===== config.mk =====
export PLATFORM = sky130hd
export DESIGN_NAME = lovu_ctrl
export DESIGN_NICKNAME = d
export VERILOG_FILES = /design/src/design/lovu_pkg.sv /design/src/design/lovu_ctrl.sv
export SDC_FILE = /design/constraint.sdc
export NUM_CORES = 1
export LEC_CHECK = 0
export BUFFER_PORTS_ARGS = -buffer_cell sky130_fd_sc_hd__buf_2
export CORE_AREA = 5 5 42 44
export CTS_BUF_LIST = sky130_fd_sc_hd__clkbuf_8
export DETAILED_ROUTE_END_ITERATION = 10
export DIE_AREA = 0 0 47 49
export HOLD_SLACK_MARGIN = 0.12
export PLACE_DENSITY = 0.3
export SLEW_MARGIN = 20
export SYNTH_ARGS = -nofsm -noshare
export SYNTH_HDL_FRONTEND = slang
export SYNTH_SLANG_ARGS = --single-unit

===== constraint.sdc =====
create_clock -name clk -period 1.8 [get_ports clk]
set_input_delay 0.36 -clock clk [delete_from_list [all_inputs] [get_ports clk]]
set_output_delay 0.36 -clock clk [all_outputs]
set_load 0.02 [all_outputs]

===== src/design/lovu_pkg.sv =====
`default_nettype none

package lovu_pkg;

    // fixed field widths
    localparam int VOXEL_W   = 16;
    localparam int EVENT_W   = 2;
    localparam int LODDS_W   = 14;
    localparam int STEP_W    = 13;
    localparam int CFG_IDX_W = 2;
    localparam int CFG_W     = 14;

    // configuration register indexes
    localparam logic [CFG_IDX_W-1:0] CFG_FREE_STEP     = 2'd0;
    localparam logic [CFG_IDX_W-1:0] CFG_OCCUPIED_STEP = 2'd1;
    localparam logic [CFG_IDX_W-1:0] CFG_UPPER_CLAMP   = 2'd2;
    localparam logic [CFG_IDX_W-1:0] CFG_LOWER_CLAMP   = 2'd3;

    // register reset values, Q8.8
    localparam logic signed [STEP_W-1:0]  FREE_STEP_RST     = -13'sd33;
    localparam logic [STEP_W-1:0]         OCCUPIED_STEP_RST = 13'd259;
    localparam logic [STEP_W-1:0]         UPPER_CLAMP_RST   = 13'd896;
    localparam logic signed [LODDS_W-1:0] LOWER_CLAMP_RST   = -14'sd512;

    // event codes
    localparam logic [EVENT_W-1:0] EV_NONE     = 2'd0;
    localparam logic [EVENT_W-1:0] EV_NEW      = 2'd1;
    localparam logic [EVENT_W-1:0] EV_TO_FREE  = 2'd2;
    localparam logic [EVENT_W-1:0] EV_TO_OCCUP = 2'd3;

    typedef enum logic [1:0] {
        ST_CLEAR,
        ST_IDLE,
        ST_READ
    } state_t;

    // controller to datapath
    typedef struct packed {
        logic clr_en;
        logic rd_start;
        logic commit;
    } ctrl_cmd_t;

    // datapath to controller
    typedef struct packed {
        logic clr_last;
        logic out_blocked;
    } dp_status_t;

endpackage

`default_nettype wire


===== src/design/lovu_ctrl.sv =====
`default_nettype none

module lovu_ctrl (
    input  wire logic                clk,
    input  wire logic                rst_n,
    input  wire logic                in_valid,
    output logic                     in_ready,
    input  wire lovu_pkg::dp_status_t status,
    output lovu_pkg::ctrl_cmd_t      cmd
);

    import lovu_pkg::*;

    state_t state_reg;
    state_t state_next;

    // state register
    always_ff @(posedge clk or negedge rst_n)
    begin
        if (!rst_n)
        begin
            state_reg <= ST_CLEAR;
        end
        else
        begin
            state_reg <= state_next;
        end
    end

    // next state and commands
    always_comb
    begin
        state_next   = state_reg;
        in_ready     = 1'b0;
        cmd.clr_en   = 1'b0;
        cmd.rd_start = 1'b0;
        cmd.commit   = 1'b0;
        unique case (state_reg)
            ST_CLEAR:
            begin
                cmd.clr_en = 1'b1;
                if (status.clr_last)
                begin
                    state_next = ST_IDLE;
                end
            end
            ST_IDLE:
            begin
                in_ready     = 1'b1;
                cmd.rd_start = in_valid;
                if (in_valid)
                begin
                    state_next = ST_READ;
                end
            end
            ST_READ:
            begin
                // wait for room in the output register
                if (!status.out_blocked)
                begin
                    cmd.commit = 1'b1;
                    state_next = ST_IDLE;
                end
            end
            default:
            begin
                state_next = ST_CLEAR;
            end
        endcase
    end

    // no lookup starts while the map is being cleared
    assert property (@(posedge clk) disable iff (!rst_n)
        (state_reg == ST_CLEAR) |-> !cmd.rd_start && !cmd.commit)
        else $error("item work during clearing pass");

endmodule

`default_nettype wire


* Yosys cells after proc, flatten, opt, wreduce, memory -nomap -nowiden
Cells that the tools add are included.
** Word-level totals
- Flip-flop bits (word level) :: 2
- Output and inout port bits :: 4
- Input port bits :: 5
- Word-level logic and storage cells :: 17
** Operators by class
- Mux-type cells :: 9
- Equal/unequal tests :: 5
- Reductions and logical operators :: 2
** Operators with widths (count)
- $mux W2 :: 3
- $ne A2 B2 Y1 const B :: 3
- $pmux W2 S3 :: 1
- $mux W1 :: 5
- $reduce_and A3 Y1 :: 1
- $eq A2 B1 Y1 const B :: 1
- $eq A2 B2 Y1 const B :: 1
- $logic_not A2 Y1 :: 1

* Longest topological paths before layout
Gate-level depths: netlist of the first run.
- Depth after elaboration :: 3
- Mapped depth :: 2
- Depth with buffers taken out :: 2

* Worst setup path before layout of the first run
No wires, ideal clock.
- Path type :: reg2out
- Start :: reg state_reg[1]
- End :: out cmd[0] (netlist bit)
- Setup slack :: 541 ps
- Arrival :: 899 ps
- Path buffers :: 0
- Cell stages (with the launch flop) :: 3
- Path through :: dfrtp_1 nor2b_1 nor2b_1
** RTL lines
- start: declaration :: line lovu_ctrl.sv:14 : state_t state_reg;
- start signal: assignment :: line lovu_ctrl.sv:26 : state_reg <= state_next;
- end: declaration :: line lovu_ctrl.sv:9 : output lovu_pkg::ctrl_cmd_t cmd

==> results of run 1 <==
## per-layer routing
| metal | global-route usage [%] | part of all wire, % | vias to the layer above |
|---|---|---|---|
| met5 | 0 | 0 | - |
| met4 | 5.53 | 0 | 0 |
| met3 | 3.69 | 22 | 0 |
| met2 | 2.71 | 32 | 10 |
| met1 | 4.84 | 46 | 52 |
| li1 | - | - | 65 |
## logic make-up (layout without fill, tap and decap cells)
kind of cell / after synthesis / in the layout
buffers and inverters: 0 / 12
AND/OR/NAND/NOR: 7 / 7
flip-flops: 2 / 2
AO/OA/AOI/OAI: 3 / 3
## per-stage QoR
step / utilization (%) / hold WS (ns) / area, sq um / power (mW) / worst slack (ns)
CTS: 16.0 / 0.423 / 224 / 0.447 / 0.307
global placement: 12.3 / 0.146 / 173 / 0.264 / 0.550
global route: 16.0 / 0.448 / 224 / 0.473 / 0.205
finish: 16.0 / 0.432 / 224 / 0.435 / 0.328
detailed placement: 12.3 / 0.148 / 173 / 0.264 / 0.529
floorplan: - / 0.0644 / 113 / 0.205 / 0.541
## cell type report
class                      count  share of cell area, %
multi-input combinational     10                   27.9
sequential                     2                   22.3
timing repair buffer           9                   22.3
clock buffer                   3                   18.4
tap                           16                   8.94
## layout by cell type, fill, tap and decap left out
master / n
buf_2: 8
nor2b_1: 4
clkbuf_8: 3
dfrtp_1: 2
nor2_1: 1
and3b_1: 1
o21ai_0: 1
o31a_1: 1
nand2_1: 1
o21bai_1: 1
dlygate4sd3_1: 1
## worst register-to-register path, stage by stage, from the launching register on
cell and delay (ns):
dfrtp_1 0.42, nor2b_1 0.16, o31a_1 0.28
## path summary, 6_finish.rpt
path	startpoint	end	slack (ns)	depth (start not counted)
max in group asynchronous	rst_n	state_reg[0]$_DFFE_PN0P_	1.24	2
worst min-delay path	status[0]	state_reg[1]$_DFFE_PN0P_	0.43	3
worst max-delay path	state_reg[1]$_DFFE_PN0P_	cmd[0]	0.33	3
worst min register to register	state_reg[0]$_DFFE_PN0P_	state_reg[1]$_DFFE_PN0P_	0.58	1
min in group asynchronous	rst_n	state_reg[1]$_DFFE_PN0P_	0.47	2
worst max register to register	state_reg[1]$_DFFE_PN0P_	state_reg[0]$_DFFE_PN0P_	0.81	2
## report_power, final
part,total (mW),switching (mW),internal (mW)
clock,0.172,0.0309,0.141
sequential,0.101,0.0337,0.0673
combinational,0.162,0.0912,0.0708
total,0.435,0.156,0.279
==> flow_metrics.tcl, run 1 <==
set metrics [dict create \
    drc_errors 0 \
    drtAntennaViolNets 0 \
    slew_violations 0 \
    crit_fanout 7 \
    seqCellArea_sq_um 50.0 \
    io_pins 9 \
    end_kind "output pin" \
    period_share_pct 81.8 \
    power_per_cell_area_nw_per_um2 1940 \
    yosys.area_share.simple_pct 36.7 \
    cts.sinks 2 \
    synthMuxAreaShare_pct 0 \
    grt_pass1_vias 121 \
    hold_viol_final 0 \
    path_cells "nor2b_1 -> nor2b_1 -> buf_2" \
    ys_warn_count 0 \
    synth-edff-count 0 \
    synth_top_family_by_area "simple AND/OR/NAND/NOR gates" \
    synth-compound-area-share_pct 18.9 \
    worst-path-buf-inv 1 \
    dr.pass1.iters 1 \
    post-cts-setup-buffers 0 \
    slew_headroom_pct 87.7 \
    crit_top_cell "nor2b_1" \
    skew_ns 0.00106 \
    rows 14 \
    synthFlopType "dfrtp_1" \
    start_util_pct 8.04 \
    synth_area_sq_um 113 \
    drive_gt1_share_pct 45.8 \
    yosysSeqAreaShare_pct 44.4 \
    criticalPathCategory "reg2out" \
    cts_resized 0 \
    finalSetupViolations 0 \
    synth_top_area_share_pct 44.4 \
    placed_cells 36 \
    clk_pin_slew_worst_paths_ns 0.03 \
    rsz0062_at_grt "no" \
    track_usage_pct 3.94 \
    gp_congestion 0.683 \
    ys_types 8 \
    hold_class "in2reg" \
    grt_remaining_overflow 0 \
    min_period_ns 1.47 \
    cp_top_family "flip-flops" \
    ys_top_cells_by_area "dfrtp_1 44%, nor2b_1 22%, and3b_1 7.8%, o31a_1 7.8%, o21bai_1 6.7%" \
    synth_seq_cells 2 \
    final.setup.tns_ns 0 \
    antenna_found_initial 0 \
    cp.required_ns 1.44 \
    largest_reg_flops 2 \
    via_per_inst 3.18 \
    clk_latency_ns 0.21 \
    maxCapViolCount 0 \
    crit_slowest_cell "dfrtp_1" \
    multi_input_area_sq_um 62.6 \
    slowest_delay_ns 0.41 \
    cts-hold-fix-buffers 1 \
    synth_fa_ha_area_share_pct 0 \
    drtIter0Drc 0 \
    die_w_um 47 \
    ys_async_sr_fraction_pct 100 \
    root_buffer "clkbuf_8" \
    cp.arrival_ns 1.11 \
    coreArea_sq_um 1400 \
    synth.avg_cell_area_sq_um 9.38 \
    syn2layout_area_growth_pct 98.9 \
    dieArea_sq_um 2300 \
    ir_worst_vdd_mv 0.498 \
    synth_top_area_cell "dfrtp_1" \
    numCtsBuffers 3 \
    p_leak_nw 0.109 \
    nNetsFinal 31 \
    run_status "finished, final reports clean" \
    fill_cells 169 \
    worstMarginPinSlew_ns 0.185 \
    synth_nets 17 \
    clk_path_buf_depth 2 \
    vias 127 \
    cts_tree "done" \
    routedWlPerCell_um 8.08 \
    netlist_top_cells_count "4 x nor2b_1, 2 x dfrtp_1" \
    start_kind "flop" \
    grt_pass1_wl_um 545 \
    grt_max_degree 8 \
    fin_cells 40 \
    synth_most_common_cell "nor2b_1" \
    routed_wl_um 323 \
    dieHeight_um 49 \
    synthCells 12 \
    n_antenna_cell 0 \
    port_buffers 8 \
    synth_xor_area_share_pct 0 \
    htreeDepth 1 \
    max_freq_mhz 679 \
]
Note: power is estimated with default switching activity, not from simulation.
==> run 2, diff against run 1 <==
==> constraint.sdc (replaced) <==
create_clock -name clk -period 1.39 [get_ports clk]
set_input_delay 0.278 -clock clk [delete_from_list [all_inputs] [get_ports clk]]
set_output_delay 0.278 -clock clk [all_outputs]
set_load 0.02 [all_outputs]
==> run 2 against run 1 <==
Effect of this change:
- core utilization increased by 1.3 points
- clock skew is essentially flat
- wire length grew 12%
- sequential share of layout area shrank 1.6 points
- critical path depth unchanged
- register-to-register slack worse by 0.38 ns
==> flow_metrics.tcl, run 2 (synthesized netlist as in run 1, its figures left out) <==
set metrics [dict create \
    nNetsFinal 33 \
    cp.arrival_ns 1.04 \
    antenna_found_initial 0 \
    stdcell_area_sq_um 241 \
    intPower_mw 0.395 \
    cp.required_ns 1.11 \
    rsz0062_at_grt "no" \
    hold_start "status[0]" \
    drive_gt1_share_pct 53.8 \
    clockPowerShare_pct 37.1 \
    end_kind "output pin" \
    slew_violations 0 \
    p_leak_nw 0.120 \
    clk_latency_ns 0.21 \
    io_pins 9 \
    mostFrequentLayoutCells "8 x buf_2, 3 x nor2b_1, 3 x clkbuf_8, 2 x buf_4, 2 x dfrtp_1" \
    track_usage_pct 4.01 \
    swShare_pct 35.1 \
    clk_pin_slew_worst_paths_ns 0.03 \
    clk_path_buf_depth 2 \
    hold_viol_final 0 \
    max_freq_mhz 759 \
    criticalPathCategory "reg2out" \
    run_status "finished, final reports clean" \
    placed_cell_area_sq_um 173 \
    p_comb_share_pct 42.7 \
    grt_pass1_wl_um 552 \
    ir_worst_vdd_mv 0.657 \
    slew_headroom_pct 88.0 \
    numCtsBuffers 3 \
    htreeDepth 1 \
    worstMarginPinSlew_ns 0.181 \
    grt_pass1_vias 145 \
    maxCapViolCount 0 \
    min_period_ns 1.32 \
    gp_congestion 0.700 \
    die_w_um 47 \
    worst-path-buf-inv 1 \
    crit_slowest_cell "dfrtp_1" \
    final_common_cell "buf_2" \
    n_antenna_cell 0 \
    drtIter0Drc 2 \
    syn2layout_area_growth_pct 114 \
    start_util_pct 8.04 \
    power.switching_mw 0.214 \
    slowest_delay_ns 0.39 \
    skew_ns 0.00136 \
    routedWlPerCell_um 8.62 \
    root_buffer "clkbuf_8" \
    vias 134 \
    pwr-share-seq_pct 20.2 \
    port_buffers 8 \
    path_cells "nor2b_2 -> nor2b_1 -> buf_2" \
    fill_cells 171 \
    rows 14 \
    crit_fanout 4 \
    dieHeight_um 49 \
    routed_wl_um 362 \
    grt_max_degree 8 \
    start_kind "flop" \
    startpoint "state_reg[1]$_DFFE_PN0P_" \
    dieArea_sq_um 2300 \
    cp_top_family "flip-flops" \
    r2r-start "state_reg[1]$_DFFE_PN0P_" \
    coreArea_sq_um 1400 \
    dr.pass1.iters 2 \
    finalSetupViolations 0 \
    period_share_pct 94.8 \
    drtAntennaViolNets 0 \
    seqCellArea_sq_um 50.0 \
    cts_tree "done" \
    largest_reg_flops 2 \
    grt_remaining_overflow 0 \
    hold_class "in2reg" \
    power_per_cell_area_nw_per_um2 2520 \
    drc_errors 0 \
    cts.sinks 2 \
    final.setup.tns_ns 0 \
    via_per_inst 3.19 \
    multi_input_area_sq_um 65.1 \
]
run 2: changes by cell type in the layout (fill, tap and decap cells not counted), sizes merged:
cell,change
buf,+2
run 2: path summary, 6_finish.rpt:
| kind | to | slack (ns) | depth (start not counted) |
|---|---|---|---|
| setup / recovery | cmd[0] | 0.07 | 3 |
| hold / removal | state_reg[1]$_DFFE_PN0P_ | 0.36 | 3 |
| setup reg to reg | state_reg[0]$_DFFE_PN0P_ | 0.43 | 2 |
| hold reg to reg | state_reg[1]$_DFFE_PN0P_ | 0.57 | 1 |
| max in group asynchronous | state_reg[0]$_DFFE_PN0P_ | 0.92 | 2 |
| min in group asynchronous | state_reg[1]$_DFFE_PN0P_ | 0.38 | 2 |
run 2: worst register-to-register path, delay by kind of cell, from the launching register on:
family / cells / cell delay, ns
DFF: 1 / 0.39
AOI/OAI and AO/OA: 1 / 0.28
and+or+nand+nor: 1 / 0.16
run 2: routing by layer:
layer / up-vias / global-route usage, % / part of all wire, %
li1: 69 / - / -
met1: 55 / 4.18 / 41
met2: 10 / 3.85 / 38
met3: 0 / 3.32 / 20
met4: 0 / 5.53 / 0
met5: - / 0 / 0
run 2: final cells by class:
| class | instances | area share, % |
|---|---|---|
| repair buffers | 11 | 26.9 |
| clock buffers | 3 | 17.1 |
| flip-flops and latches | 2 | 20.7 |
| well taps | 16 | 8.29 |
| multi-input cells | 10 | 26.9 |
run 2: timing repair:
item	CTS	global route
setup endpoints to repair	1	1
hold buffers	1	0
cloned	0	0
setup buffers	2	0
endpoints found under the hold margin	2	0
pin swaps	0	0
resized for setup	0	1
run 2: per-stage QoR:
step | std cells | util, % | power [mW] | hold WS [ns] | worst slack (ns)
6_report | 42 | 17.2 | 0.609 | 0.362 | 0.0717
4_1_cts | 42 | 17.1 | 0.619 | 0.343 | 0.0482
3_5_place_dp | 36 | 12.3 | 0.343 | 0.0644 | 0.207
5_1_grt | 42 | 17.2 | 0.654 | 0.386 | 0.00338
2_1_floorplan | 12 | - | 0.265 | -0.0176 | 0.213
3_3_place_gp | 36 | 12.3 | 0.341 | 0.0635 | 0.226
run 2: power groups by stage:
stage	Clock [mW]	Combinational, mW	Sequential (mW)
2_1_floorplan	0	0.145	0.120
5_1_grt	0.241	0.282	0.131
6_report	0.226	0.260	0.123
4_1_cts	0.237	0.260	0.122
3_3_place_gp	0	0.212	0.130
3_5_place_dp	0	0.212	0.131
